<file path="config.mk">
export PLATFORM = sky130hd
export DESIGN_NAME = file_content_type_classifier_unit
export DESIGN_NICKNAME = d
export VERILOG_FILES = /design/src/hdl/fctc_pkg.sv /design/src/hdl/fctc_tag_matcher.sv /design/src/hdl/fctc_latex_matcher.sv /design/src/hdl/file_content_type_classifier_unit.sv
export SDC_FILE = /design/constraint.sdc
export NUM_CORES = 1
export LEC_CHECK = 0
export BUFFER_PORTS_ARGS = -buffer_cell sky130_fd_sc_hd__buf_2
export CORE_MARGIN = 2
export CORE_UTILIZATION = 50
export DETAILED_ROUTE_END_ITERATION = 10
export GPL_ROUTABILITY_DRIVEN = 0
export PLACE_DENSITY = 0.77
export SLEW_MARGIN = 20
export SYNTH_ARGS = -nofsm -noshare
export SYNTH_HDL_FRONTEND = slang
export SYNTH_HIERARCHICAL = 1
export SYNTH_SLANG_ARGS = --single-unit
</file>
<file path="constraint.sdc">
create_clock -name aclk -period 3.1 [get_ports aclk]
set_clock_uncertainty 0.05 [all_clocks]
set_input_delay 0.62 -clock aclk [delete_from_list [all_inputs] [get_ports aclk]]
set_output_delay 0.62 -clock aclk [all_outputs]
set_load 0.02 [all_outputs]
</file>
<file path="src/hdl/fctc_pkg.sv">
// Shared types, character codes and byte helpers for the file content classifier.
package fctc_pkg;

    // Result class codes
    localparam logic [1:0] CLASS_TEXT   = 2'd0;
    localparam logic [1:0] CLASS_BINARY = 2'd1;
    localparam logic [1:0] CLASS_HTML   = 2'd2;
    localparam logic [1:0] CLASS_LATEX  = 2'd3;

    // Character codes
    localparam logic [7:0] CHR_LT     = 8'h3C;  // '<'
    localparam logic [7:0] CHR_GT     = 8'h3E;  // '>'
    localparam logic [7:0] CHR_SLASH  = 8'h2F;  // '/'
    localparam logic [7:0] CHR_BSL    = 8'h5C;  // '\'
    localparam logic [7:0] CHR_DOLLAR = 8'h24;  // '$'
    localparam logic [7:0] CHR_LBRACE = 8'h7B;  // '{'
    localparam logic [7:0] CHR_A      = 8'h61;
    localparam logic [7:0] CHR_B      = 8'h62;
    localparam logic [7:0] CHR_D      = 8'h64;
    localparam logic [7:0] CHR_E      = 8'h65;
    localparam logic [7:0] CHR_G      = 8'h67;
    localparam logic [7:0] CHR_H      = 8'h68;
    localparam logic [7:0] CHR_I      = 8'h69;
    localparam logic [7:0] CHR_L      = 8'h6C;
    localparam logic [7:0] CHR_M      = 8'h6D;
    localparam logic [7:0] CHR_N      = 8'h6E;
    localparam logic [7:0] CHR_O      = 8'h6F;
    localparam logic [7:0] CHR_P      = 8'h70;
    localparam logic [7:0] CHR_T      = 8'h74;
    localparam logic [7:0] CHR_Y      = 8'h79;

    localparam logic [7:0] CASE_OFFSET = 8'h20;

    // Tag matcher states: partial "<body", "<html", "<img", "<p", "</a"
    typedef enum logic [4:0] {
        TG_IDLE,
        TG_LT,
        TG_B,
        TG_BO,
        TG_BOD,
        TG_BODY,
        TG_H,
        TG_HT,
        TG_HTM,
        TG_HTML,
        TG_I,
        TG_IM,
        TG_IMG,
        TG_P,
        TG_SLASH,
        TG_SLASH_A
    } tag_state_t;

    // Command matcher states: partial "\begin{" and "\end{"
    typedef enum logic [3:0] {
        LX_IDLE,
        LX_BSL,
        LX_B,
        LX_BE,
        LX_BEG,
        LX_BEGI,
        LX_BEGIN,
        LX_E,
        LX_EN,
        LX_END
    } latex_state_t;

    // Tag matcher status toward the flag logic
    typedef struct packed {
        logic hit;      // complete tag closed by this byte
        logic end_hit;  // body or html open when the file ends here
    } tag_status_t;

    function automatic logic [7:0] to_lower(input logic [7:0] c);
        logic [7:0] r;
        r = c;
        if (c inside {[8'h41:8'h5A]}) begin
            r = c + CASE_OFFSET;
        end
        return r;
    endfunction

    function automatic logic is_alnum(input logic [7:0] c);
        return c inside {[8'h30:8'h39], [8'h41:8'h5A], [8'h61:8'h7A]};
    endfunction

    function automatic logic is_space(input logic [7:0] c);
        return c inside {8'h20, [8'h09:8'h0D]};
    endfunction

    function automatic logic is_binary(input logic [7:0] c);
        return c inside {[8'h00:8'h06], 8'h80, 8'h81};
    endfunction

endpackage

</file>
<file path="src/hdl/fctc_tag_matcher.sv">
// Case-insensitive HTML tag matcher state machine.
module fctc_tag_matcher
    import fctc_pkg::*;
(
    input  logic         aclk,
    input  logic         aresetn,
    input  logic         step,
    input  logic         clear,
    input  logic [7:0]   data,
    output tag_status_t  status
);

    tag_state_t state_reg;
    tag_state_t state_next;
    logic [7:0] lc;

    assign lc = to_lower(data);

    // Next state: a '<' that breaks a partial match restarts at once
    always_comb begin
        state_next = (data == CHR_LT) ? TG_LT : TG_IDLE;
        case (state_reg)
            TG_LT: begin
                if (lc == CHR_B) begin
                    state_next = TG_B;
                end else if (lc == CHR_H) begin
                    state_next = TG_H;
                end else if (lc == CHR_I) begin
                    state_next = TG_I;
                end else if (lc == CHR_P) begin
                    state_next = TG_P;
                end else if (lc == CHR_SLASH) begin
                    state_next = TG_SLASH;
                end
            end
            TG_B:     if (lc == CHR_O) state_next = TG_BO;
            TG_BO:    if (lc == CHR_D) state_next = TG_BOD;
            TG_BOD:   if (lc == CHR_Y) state_next = TG_BODY;
            TG_H:     if (lc == CHR_T) state_next = TG_HT;
            TG_HT:    if (lc == CHR_M) state_next = TG_HTM;
            TG_HTM:   if (lc == CHR_L) state_next = TG_HTML;
            TG_I:     if (lc == CHR_M) state_next = TG_IM;
            TG_IM:    if (lc == CHR_G) state_next = TG_IMG;
            TG_SLASH: if (lc == CHR_A) state_next = TG_SLASH_A;
            default: ;
        endcase
    end

    // Outputs: tag completed by this byte, or left open at end of file
    always_comb begin
        status.hit = 1'b0;
        case (state_reg)
            TG_BODY, TG_HTML:   status.hit = !is_alnum(data);
            TG_IMG:             status.hit = is_space(data);
            TG_P, TG_SLASH_A:   status.hit = (data == CHR_GT);
            default:            status.hit = 1'b0;
        endcase
        status.end_hit = (state_next == TG_BODY) || (state_next == TG_HTML);
    end

    // State register, back to idle after the last byte of a file
    always_ff @(posedge aclk) begin
        if (!aresetn) begin
            state_reg <= TG_IDLE;
        end else if (step) begin
            state_reg <= clear ? TG_IDLE : state_next;
        end
    end

endmodule

</file>
<file path="src/hdl/fctc_latex_matcher.sv">
// Matcher for the "\begin{" and "\end{" commands.
module fctc_latex_matcher
    import fctc_pkg::*;
(
    input  logic        aclk,
    input  logic        aresetn,
    input  logic        step,
    input  logic        clear,
    input  logic [7:0]  data,
    output logic        hit
);

    latex_state_t state_reg;
    latex_state_t state_next;

    // Next state: a '\' that breaks a partial match restarts at once
    always_comb begin
        state_next = (data == CHR_BSL) ? LX_BSL : LX_IDLE;
        case (state_reg)
            LX_BSL: begin
                if (data == CHR_B) begin
                    state_next = LX_B;
                end else if (data == CHR_E) begin
                    state_next = LX_E;
                end
            end
            LX_B:    if (data == CHR_E) state_next = LX_BE;
            LX_BE:   if (data == CHR_G) state_next = LX_BEG;
            LX_BEG:  if (data == CHR_I) state_next = LX_BEGI;
            LX_BEGI: if (data == CHR_N) state_next = LX_BEGIN;
            LX_E:    if (data == CHR_N) state_next = LX_EN;
            LX_EN:   if (data == CHR_D) state_next = LX_END;
            default: ;
        endcase
    end

    // Output: command closed by a brace
    always_comb begin
        case (state_reg)
            LX_BEGIN, LX_END: hit = (data == CHR_LBRACE);
            default:          hit = 1'b0;
        endcase
    end

    always_ff @(posedge aclk) begin
        if (!aresetn) begin
            state_reg <= LX_IDLE;
        end else if (step) begin
            state_reg <= clear ? LX_IDLE : state_next;
        end
    end

endmodule

</file>
<file path="src/hdl/file_content_type_classifier_unit.sv">
// Top level of the file content classifier: input register, matchers, flags, result register.
//
// Usage:
//   Input channel (s_valid/s_ready) carries one file byte per transaction in
//   s_data_byte; s_last_byte marks the final byte of a file. Files follow one
//   another with no gap. Output channel (m_valid/m_ready) carries one
//   transaction per file in m_file_class: 0 text, 1 binary, 2 html, 3 latex.
//   Throughput: one byte per cycle, except that a last byte waits until the
//   result register is free; set by the update of the tag and command matchers
//   and the sticky flags between the input register and the result register.
//   The class is registered in the result register and presented on
//   m_file_class once the transaction carrying the last byte has passed the
//   input register, when the result register is free.
//   Reset (aresetn low, synchronous) empties both registers and returns all
//   matchers and flags to the start-of-file state.
//   When the receiver stalls, the result is held in the output register; bytes
//   that are not the last of a file keep flowing, and a last byte waits in the
//   input register until the output register is free.
module file_content_type_classifier_unit
    import fctc_pkg::*;
(
    input  logic        aclk,
    input  logic        aresetn,
    input  logic        s_valid,
    output logic        s_ready,
    input  logic [7:0]  s_data_byte,
    input  logic        s_last_byte,
    output logic        m_valid,
    input  logic        m_ready,
    output logic [1:0]  m_file_class
);

    logic        in_valid_reg;
    logic [7:0]  in_byte_reg;
    logic        in_last_reg;

    logic        out_valid_reg;
    logic [1:0]  out_class_reg;
    logic [1:0]  out_class_next;

    logic        binary_found_reg;
    logic        html_found_reg;
    logic        latex_found_reg;
    logic        dollar_seen_reg;
    logic        bsl_seen_reg;
    logic        brace_seen_reg;

    logic        binary_found_next;
    logic        html_found_next;
    logic        latex_found_next;
    logic        dollar_seen_next;
    logic        bsl_seen_next;
    logic        brace_seen_next;

    logic        out_free;
    logic        proc_fire;
    tag_status_t tag_status;
    logic        latex_hit;

    // Handshake: a last byte needs room in the result register
    assign out_free  = !out_valid_reg || m_ready;
    assign proc_fire = in_valid_reg && (!in_last_reg || out_free);
    assign s_ready   = !in_valid_reg || proc_fire;

    assign m_valid      = out_valid_reg;
    assign m_file_class = out_class_reg;

    // Input register
    always_ff @(posedge aclk) begin
        if (!aresetn) begin
            in_valid_reg <= 1'b0;
        end else if (s_ready) begin
            in_valid_reg <= s_valid;
        end
    end

    always_ff @(posedge aclk) begin
        if (s_valid && s_ready) begin
            in_byte_reg <= s_data_byte;
            in_last_reg <= s_last_byte;
        end
    end

    fctc_tag_matcher u_tag (
        .aclk    (aclk),
        .aresetn (aresetn),
        .step    (proc_fire),
        .clear   (in_last_reg),
        .data    (in_byte_reg),
        .status  (tag_status)
    );

    fctc_latex_matcher u_latex (
        .aclk    (aclk),
        .aresetn (aresetn),
        .step    (proc_fire),
        .clear   (in_last_reg),
        .data    (in_byte_reg),
        .hit     (latex_hit)
    );

    // Sticky flags including the current byte
    always_comb begin
        binary_found_next = binary_found_reg || is_binary(in_byte_reg);
        html_found_next   = html_found_reg || tag_status.hit;
        latex_found_next  = latex_found_reg || latex_hit;
        dollar_seen_next  = dollar_seen_reg || (in_byte_reg == CHR_DOLLAR);
        bsl_seen_next     = bsl_seen_reg || (in_byte_reg == CHR_BSL);
        brace_seen_next   = brace_seen_reg || (in_byte_reg == CHR_LBRACE);
    end

    // Class priority: binary, html, latex, text
    always_comb begin
        if (binary_found_next) begin
            out_class_next = CLASS_BINARY;
        end else if (html_found_next || tag_status.end_hit) begin
            out_class_next = CLASS_HTML;
        end else if (latex_found_next ||
                     (dollar_seen_next && bsl_seen_next && brace_seen_next)) begin
            out_class_next = CLASS_LATEX;
        end else begin
            out_class_next = CLASS_TEXT;
        end
    end

    // Flag registers, cleared after the last byte of a file
    always_ff @(posedge aclk) begin
        if (!aresetn) begin
            binary_found_reg <= 1'b0;
            html_found_reg   <= 1'b0;
            latex_found_reg  <= 1'b0;
            dollar_seen_reg  <= 1'b0;
            bsl_seen_reg     <= 1'b0;
            brace_seen_reg   <= 1'b0;
        end else if (proc_fire) begin
            if (in_last_reg) begin
                binary_found_reg <= 1'b0;
                html_found_reg   <= 1'b0;
                latex_found_reg  <= 1'b0;
                dollar_seen_reg  <= 1'b0;
                bsl_seen_reg     <= 1'b0;
                brace_seen_reg   <= 1'b0;
            end else begin
                binary_found_reg <= binary_found_next;
                html_found_reg   <= html_found_next;
                latex_found_reg  <= latex_found_next;
                dollar_seen_reg  <= dollar_seen_next;
                bsl_seen_reg     <= bsl_seen_next;
                brace_seen_reg   <= brace_seen_next;
            end
        end
    end

    // Result register
    always_ff @(posedge aclk) begin
        if (!aresetn) begin
            out_valid_reg <= 1'b0;
        end else if (proc_fire && in_last_reg) begin
            out_valid_reg <= 1'b1;
        end else if (m_ready) begin
            out_valid_reg <= 1'b0;
        end
    end

    always_ff @(posedge aclk) begin
        if (proc_fire && in_last_reg) begin
            out_class_reg <= out_class_next;
        end
    end

endmodule
</file>
# After elaboration in Yosys (flattened, before gate mapping)
# Cells that the tools add are included.
[totals] reg_bits=28 output_inout_bits=4 input_bits=13 elab_cells=151
[op_classes] muxes=41 order_cmp=10 n_reduce_logical=33 n_addsub=1 n_eq_ne=53
[ops] cell="8-bit by 7-bit equality test with 1-bit output, second input constant" n=20
[ops] cell="5-bit 2-to-1 mux" n=15
[ops] cell="5-bit case mux with 10 select lines" n=1
[ops] cell="5-bit by 4-bit equality test with 1-bit output, second input constant" n=9
[ops] cell="8-bit by 6-bit equality test with 1-bit output, second input constant" n=5
[ops] cell="4-bit 2-to-1 mux" n=9
[ops] cell="4-bit case mux with 7 select lines" n=1
[ops] cell="5-bit by 3-bit equality test with 1-bit output, second input constant" n=5
[ops] cell="4-bit by 3-bit equality test with 1-bit output, second input constant" n=4
[ops] cell="8-bit equality test, second input constant" n=2
[ops] cell="8-bit by 7-bit greater-or-equal comparator with 1-bit output, second input constant" n=2
[ops] cell="8-bit by 7-bit less-or-equal comparator with 1-bit output, second input constant" n=2
[ops] cell="1-bit logical OR" n=12
[ops] cell="1-bit 2-to-1 mux" n=11
[ops] cell="5-bit by 2-bit equality test with 1-bit output, second input constant" n=2
[ops] cell="1-bit logical AND" n=10
[ops] cell="8-bit by 6-bit adder with 8-bit output, second input constant" n=1
[ops] cell="4-bit by 2-bit equality test with 1-bit output, second input constant" n=2
[ops] cell="4-bit equality test, second input constant" n=2
[ops] cell="8-bit by 1-bit greater-or-equal comparator with 1-bit output, second input constant" n=1
[ops] cell="8-bit by 4-bit greater-or-equal comparator with 1-bit output, second input constant" n=1
[ops] cell="8-bit by 6-bit greater-or-equal comparator with 1-bit output, second input constant" n=1
[ops] cell="8-bit by 3-bit less-or-equal comparator with 1-bit output, second input constant" n=1
[ops] cell="8-bit by 4-bit less-or-equal comparator with 1-bit output, second input constant" n=1
[ops] cell="other kinds (10)" n=18

# Longest topological paths before layout
# Gate-level depths: netlist of the first run.
[logic_depth] ltp_word=14 ltp_mapped=12 mapped_depth_nobuf=12

# Hierarchy
# Netlist of the first run, hierarchy kept.
[by_module_without_submodules] module="fctc_tag_matcher" area_per_inst_um2=963.4 seq_area_each_um2=80.1 n_inst=1 cells_per_inst=133
[by_module_without_submodules] module="file_content_type_classifier_unit" area_per_inst_um2=805.8 seq_area_each_um2=490.5 n_inst=1 cells_per_inst=64
[by_module_without_submodules] module="fctc_latex_matcher" area_per_inst_um2=460.4 seq_area_each_um2=80.1 n_inst=1 cells_per_inst=60

# Least setup slack after synthesis of the first run
# OpenSTA, ideal clock, no wires.
[synth_timing] kind="reg-to-reg" startpoint="reg in_byte_reg[6]" endpoint="reg out_class_reg[1], in the netlist m_file_class[1], data pin" arrival_ns=2.917 required_time_ns=2.787 setup_slack_ns=-0.129 setup_time_ns=0.263 path_buffers=0 stages_incl_launch_ff=12 path_cell_list="edfxtp_1 > ha_1 > or4b_1 > o21bai_2 > o21a_1 > a2111oi_2 > a21oi_1 > xor2_1 > and3_1 > or3_1 > nor3_1 > a21boi_1"
[synth_rtl] item="start, declared" line="file_content_type_classifier_unit.sv:34" text="logic [7:0] in_byte_reg;"
[synth_rtl] item="start signal, assigned" line="file_content_type_classifier_unit.sv:79" text="in_byte_reg <= s_data_byte;"
[synth_rtl] item="end signal, assigned" line="file_content_type_classifier_unit.sv:167" text="out_class_reg <= out_class_next;"
[synth_rtl] item="end, declared" line="file_content_type_classifier_unit.sv:38" text="logic [1:0] out_class_reg;"

==> run_results.csv, run 1 <==
group,metric,value,unit
cells_and_area,instances_no_fill,355,
synth,synth-seq-area-share,29.2,%
placement,io_buffers,16,
global_routing,grt_pass1_wl,9.69,mm
timing,setup_ws,-0.147,ns
timing,finalHoldWorstSlack,0.436,ns
timing,post-route-period-util,105,%
floorplanning,placementRows,24,
floorplanning,die_h,70.8,um
drt,wire_per_inst,17.3,um
placement,place_ws,-0.0840,ns
synth,postSynthAreaPerCell,8.68,um^2
timing,min_period,3.25,ns
clock_network,clock_tree.buffer_depth,2,
synth,synth_common_cells,"nor2_1, dfxtp_1, a21oi_1, nor3_1, nand2_1",
cells_and_area,antenna_cells,0,
synth,yosysWarnings,6,
cells_and_area,final_nets,319,
global_routing,grt.met1_usage,32.7,%
floorplanning,die_w,70.8,um
power,cellPowerDensity,276,nW/um^2
power,leakagePower,0.991,nW
global_routing,overflow,0,
timing,fmax,0.308,GHz
clock_network,ctsHtreeMaxLevel,1,
global_routing,grt_pass1_vias,2050,
global_routing,use_met3,2.42,%
global_routing,grtUsageMet2,38.8,%
synth,syn-cell-area,2230,um^2
clock_network,clock_latency,0.27,ns
critical_path,crit_fanout,5,
timing,relSlewSlack,38.3,%
drt,drcViolationCount,0,
drt,first_pass_iters,5,
synth,synth_cell_types,79,
status,violations,"setup timing",
drt,final_antenna_net_count,0,
status,outcome,"finished with violations",
power,power.total,756,uW
drt,routed_wl,6.14,mm
global_routing,antenna_found_initial,0,
timing,drv_slew,0,
power,ir_drop,0.000302,V
clock_network,cts_made_buffers,3,
timing,rsz0062_at_grt,"true",
power,cell_internal_pwr,546,uW
cells_and_area,largest_reg_flops,8,
timing,hold_viol,0,
synth,syn_nets,272,
cells_and_area,fill_cells,356,
timing,tightest_slew,0.921,ns
synth,yosys.cell_count.top_type,"nor2_1",
floorplanning,core_area,4320,um^2
floorplanning,initial_utilization,51.6,%
cells_and_area,syn_to_final_growth,22.7,%
critical_path,cp-start-kind,"register",
critical_path,worstPathRequired,3.08,ns
clock_network,cts_tree,"done",
power,pwr-share-comb,22.6,%
power,pwr-share-seq,51.3,%
clock_network,cts_root_buffer,"clkbuf_8",
cells_and_area,drive_gt1_share,30.0,%
synth,synth.top_cell.area_share,14.8,%
run,cap_viol_max_count,0,
synth,synthCells,257,
clock_network,cts_sinks,27,
power,p_clk_share,26.1,%
drt,dr.first_iter.drc_count,252,
floorplanning,io_pins,17,
min_path,worst_hold_path_type,"reg -> reg",
clock_network,cts.hold.buffers_added,0,
synth,synth_edf_count,11,
synth,synthFlopType,"dfxtp_1",
critical_path,crit_path_end_kind,"register",
critical_path,crit_type,"reg -> reg",
global_routing,grt_util_all_layers,23.6,%
synth,synthArstFlopShare,0,%
clock_network,path_clk_slew,0.09,ns
synth,ys_ff_latch,27,
placement,dp_cells,346,
synth,ys_top_cells_by_area,"edfxtp_1, dfxtp_1, a21oi_1, nor2_1, nor3_1",
power,swShare,27.8,%
floorplanning,design.die.area,5010,um^2
global_routing,grt_max_degree,18,
synth,synth_top_area_cell,"edfxtp_1",
drt,routed_via_density,6.50,
drt,vias,2307,
power,switching_power,210,uW
global_routing,top_usage_layer,"met2",
critical_path,cp_data_arrival_time,3.23,ns
placement,dp_hpwl,4.30,mm
timing,setup-violations-final,2,
## kinds of logic after synthesis
family / Yosys count / synth area share, %
buf+inv: 22 / 4.38
xor+xnor: 6 / 2.36
flops: 27 / 29.2
compound gates: 75 / 25.4
simple gates: 125 / 37.6
fa+ha+maj: 2 / 1.12
## cell usage in the layout (no fill, tap or decap), types with 7 or more instances in the layout
master     n
nor2_1    19
and2_1     7
buf_4     39
nand2_1   12
inv_1      8
buf_2     16
a21oi_1   14
nor3_1    13
dfxtp_1   16
edfxtp_1  11
nand2b_1  11
## what timing repair did
action / CTS / global route
setup endpoints to repair: 1 / 2
buffers inserted: 0 / 5
pin swaps: 0 / 4
resized for setup: 4 / 8
hold endpoints to repair: 0 / 0
## cell type report
type	count	area [um^2]	share of cell area, %
multi-input combinational	208	1570	57.3
sequential	27	651	23.8
timing repair buffer	55	373	13.6
tap	52	65.1	2.38
clock buffer	4	45.0	1.65
inverter	9	33.8	1.24
## stage by stage
step,utilization [%],setup TNS [ns],instance area (um^2)
2_1_floorplan,-,-0.131,2240
3_3_place_gp,59.5,0,2570
3_5_place_dp,59.5,-0.0840,2570
4_1_cts,61.1,-0.0269,2640
5_1_grt,63.3,-0.285,2740
6_report,63.3,-0.175,2740
## final timing paths
kind / startpoint / endpoint / slack (ns) / depth (start not counted)
hold / removal: html_found_reg$_SDFFE_PN0P_ / html_found_reg$_SDFFE_PN0P_ / 0.44 / 2
hold reg to reg: html_found_reg$_SDFFE_PN0P_ / html_found_reg$_SDFFE_PN0P_ / 0.44 / 2
setup reg to reg: in_byte_reg[5]$_DFFE_PP_ / m_file_class[1]$_SDFFCE_PP0P_ / -0.15 / 11
setup / recovery: in_byte_reg[5]$_DFFE_PP_ / m_file_class[1]$_SDFFCE_PP0P_ / -0.15 / 11
## power groups by stage
stage | Sequential, mW | Clock, mW | Combinational (mW)
2_1_floorplan | 0.406 | 0 | 0.0848
3_3_place_gp | 0.396 | 0 | 0.150
3_5_place_dp | 0.396 | 0 | 0.152
4_1_cts | 0.388 | 0.201 | 0.155
5_1_grt | 0.389 | 0.214 | 0.182
6_report | 0.388 | 0.197 | 0.171
## routing by layer
metal	routed length (um)	vias up
met3	427	13
met2	3040	100
met1	2590	1096
met4	87	0
met5	0	-
li1	-	1098
## critical path, stage by stage (launching register included)
cell      delay (ns)
edfxtp_1        0.41
ha_2            0.21
or4b_4          0.51
o211ai_1        0.29
nand3_2         0.24
nand3b_4        0.23
a31oi_4         0.20
xor2_1          0.10
and3_1          0.20
or3_4           0.34
nor3_2          0.13
a21boi_1        0.09
Note: power is estimated with default switching activity, not from simulation.
==> run 2: changes to the inputs <==
==> constraint.sdc (replaced) <==
create_clock -name aclk -period 3.1 [get_ports aclk]
set_clock_uncertainty 0.05 [all_clocks]
set_input_delay 0 -clock aclk [delete_from_list [all_inputs] [get_ports aclk]]
set_output_delay 0 -clock aclk [all_outputs]
set_load 0.02 [all_outputs]
==> run 2 against run 1 <==
Global-route usage is 1.2 points higher. Maximum frequency is 3.0% lower. Die area stayed put. The flow still finishes with violations (setup timing). Worst setup slack worse by 0.10 ns. Clock power is 3% higher. Utilization is 2.1 points higher. Combinational power is 5% higher. First-iteration DRC count stayed put. Sequential share of layout area is 0.78 points lower. Cell area is 3.4% higher. Highest routed layer unchanged. Count of clock-buffer cells in the layout stayed put. Sequential power hardly changed.
==> run_results.csv, run 2 (synthesized netlist as in run 1, its figures left out) <==
group,metric,value,unit
drt,drcViolationCount,0,
cells_and_area,drive_gt1_share,28.8,%
placement,dp_cells,346,
power,swShare,28.2,%
timing,setup_tns,-0.391,ns
cells_and_area,largest_reg_flops,8,
clock_network,cts_tree,"done",
floorplanning,core_area,4320,um^2
power,pwr-share-seq,50.4,%
drt,dr.first_iter.drc_count,252,
floorplanning,placementRows,24,
critical_path,r2r_slack,-0.25,ns
clock_network,path_clk_slew,0.09,ns
status,violations,"setup timing",
timing,drv_slew,0,
global_routing,antenna_found_initial,0,
critical_path,worstSetupStartpoint,"in_byte_reg[5]$_DFFE_PP_",
drt,final_antenna_net_count,0,
placement,dp_hpwl,4.30,mm
cells_and_area,fill_cells,342,
timing,post-route-period-util,108,%
power,ir_drop,0.000262,V
critical_path,crit_path_end_kind,"register",
floorplanning,design.die.area,5010,um^2
critical_path,endpoint,"m_file_class[1]$_SDFFCE_PP0P_",
global_routing,grt_pass1_vias,2114,
cells_and_area,final_common_cell,"buf_4",
floorplanning,die_h,70.8,um
global_routing,grt_pass1_wl,10.1,mm
cells_and_area,final_core_util,65.4,%
drt,wl_met3,376,um
critical_path,crit_fanout,5,
placement,io_buffers,16,
timing,hold_viol,0,
global_routing,overflow,0,
drt,vias,2347,
cells_and_area,instances_no_fill,364,
status,outcome,"finished with violations",
clock_network,cts_root_buffer,"clkbuf_8",
clock_network,ctsHtreeMaxLevel,1,
power,p_clk_share,26.2,%
critical_path,cp_data_arrival_time,3.32,ns
critical_path,r2r_start,"in_byte_reg[5]$_DFFE_PP_",
critical_path,worstPathRequired,3.08,ns
critical_path,crit_type,"reg -> reg",
floorplanning,io_pins,17,
run,cap_viol_max_count,0,
clock_network,clock_tree.buffer_depth,2,
power,leakagePower,1.03,nW
min_path,worst_hold_path_type,"in -> reg",
clock_network,cts_sinks,27,
placement,placed_area,2570,um^2
timing,relSlewSlack,34.6,%
power,cell_internal_pwr,553,uW
cells_and_area,final_cell_mix,"buf_4, nor2_1, dfxtp_1, buf_2, a21oi_1",
timing,rsz0062_at_grt,"true",
power,pwr-share-comb,23.4,%
cells_and_area,antenna_cells,0,
drt,wire_per_inst,18.1,um
timing,setup_ws,-0.247,ns
critical_path,worstRegToRegCells,11,
clock_network,cts_made_buffers,3,
timing,finalHoldWorstSlack,0.0204,ns
timing,tightest_slew,0.976,ns
critical_path,rr_endpoint,"m_file_class[1]$_SDFFCE_PP0P_",
drt,routed_via_density,6.45,
critical_path,cp-start-kind,"register",
floorplanning,initial_utilization,51.6,%
clock_network,clock_latency,0.27,ns
power,switching_power,218,uW
drt,dr_wl_met2,3.34,mm
drt,highest_layer,"met4",
drt,routed_wl,6.58,mm
global_routing,grt_util_all_layers,24.8,%
cells_and_area,stdcell_area,2830,um^2
global_routing,grt_max_degree,18,
timing,fmax,0.299,GHz
timing,min_period,3.35,ns
cells_and_area,final_nets,328,
timing,setup-violations-final,2,
cells_and_area,syn_to_final_growth,26.8,%
floorplanning,die_w,70.8,um
drt,wl_met1,2.66,mm
power,cellPowerDensity,273,nW/um^2
drt,first_pass_iters,5,
==> run 2: worst min path at each step <==
| stage | end | from | cells past startpoint |
|---|---|---|---|
| floorplan | in_byte_reg[0]$_DFFE_PP_ | s_data_byte[0] | 0 |
| global placement | in_byte_reg[0]$_DFFE_PP_ | s_data_byte[0] | 1 |
| detailed placement | in_byte_reg[0]$_DFFE_PP_ | s_data_byte[0] | 1 |
| CTS | m_valid$_SDFFE_PN0P_ | m_ready | 3 |
| global route | in_valid_reg$_SDFFE_PN0N_ | aresetn | 2 |
| finish | m_valid$_SDFFE_PN0P_ | m_ready | 3 |
==> run 2: cell type report <==
class                           count  area (um^2)  share of cell area [%]
Timing Repair Buffer               64          465                    16.5
Clock buffer                        4         45.0                    1.59
Sequential cell                    27          651                    23.0
Multi-Input combinational cell    208         1570                    55.4
Tap cell                           52         65.1                    2.30
Inverter                            9         33.8                    1.19
==> run 2: critical path: stages, from the launching register on <==
cell and delay, ns:
edfxtp_1 0.43, ha_2 0.20, or4b_4 0.52, o211ai_1 0.33, nand3_2 0.27, nand3b_4 0.24
a31oi_4 0.20, xor2_1 0.10, and3_1 0.20, or3_4 0.34, nor3_2 0.12, a21boi_1 0.09
==> run 2: routing by layer <==
metal	vias to the layer above	GRT usage, %
li1	1108	-
met1	1110	32.6
met2	110	43.1
met3	19	2.71
met4	0	6.92
met5	-	0
==> run 2: power groups by stage <==
stage	sequential (mW)	combinational, mW	clock [mW]
after global routing	0.390	0.192	0.216
after global placement	0.396	0.150	0
after detailed placement	0.396	0.152	0
after CTS	0.388	0.164	0.201
final	0.389	0.180	0.202
after floorplan	0.406	0.0848	0
==> run 2: timing repair <==
action / in CTS / in global routing
endpoints found under the hold margin: 10 / 0
cloned: 0 / 0
pin swaps: 0 / 5
resized for setup: 4 / 8
buffers inserted: 0 / 4
hold buffers: 10 / 0
endpoints found under the setup margin: 1 / 2
==> run 2: stage by stage <==
| step | total power, mW | setup slack, ns |
|---|---|---|
| after floorplan | 0.491 | -0.104 |
| after CTS | 0.754 | -0.0269 |
| after global routing | 0.797 | -0.305 |
| after global placement | 0.545 | 0.0354 |
| final | 0.771 | -0.247 |
| after detailed placement | 0.549 | -0.0840 |
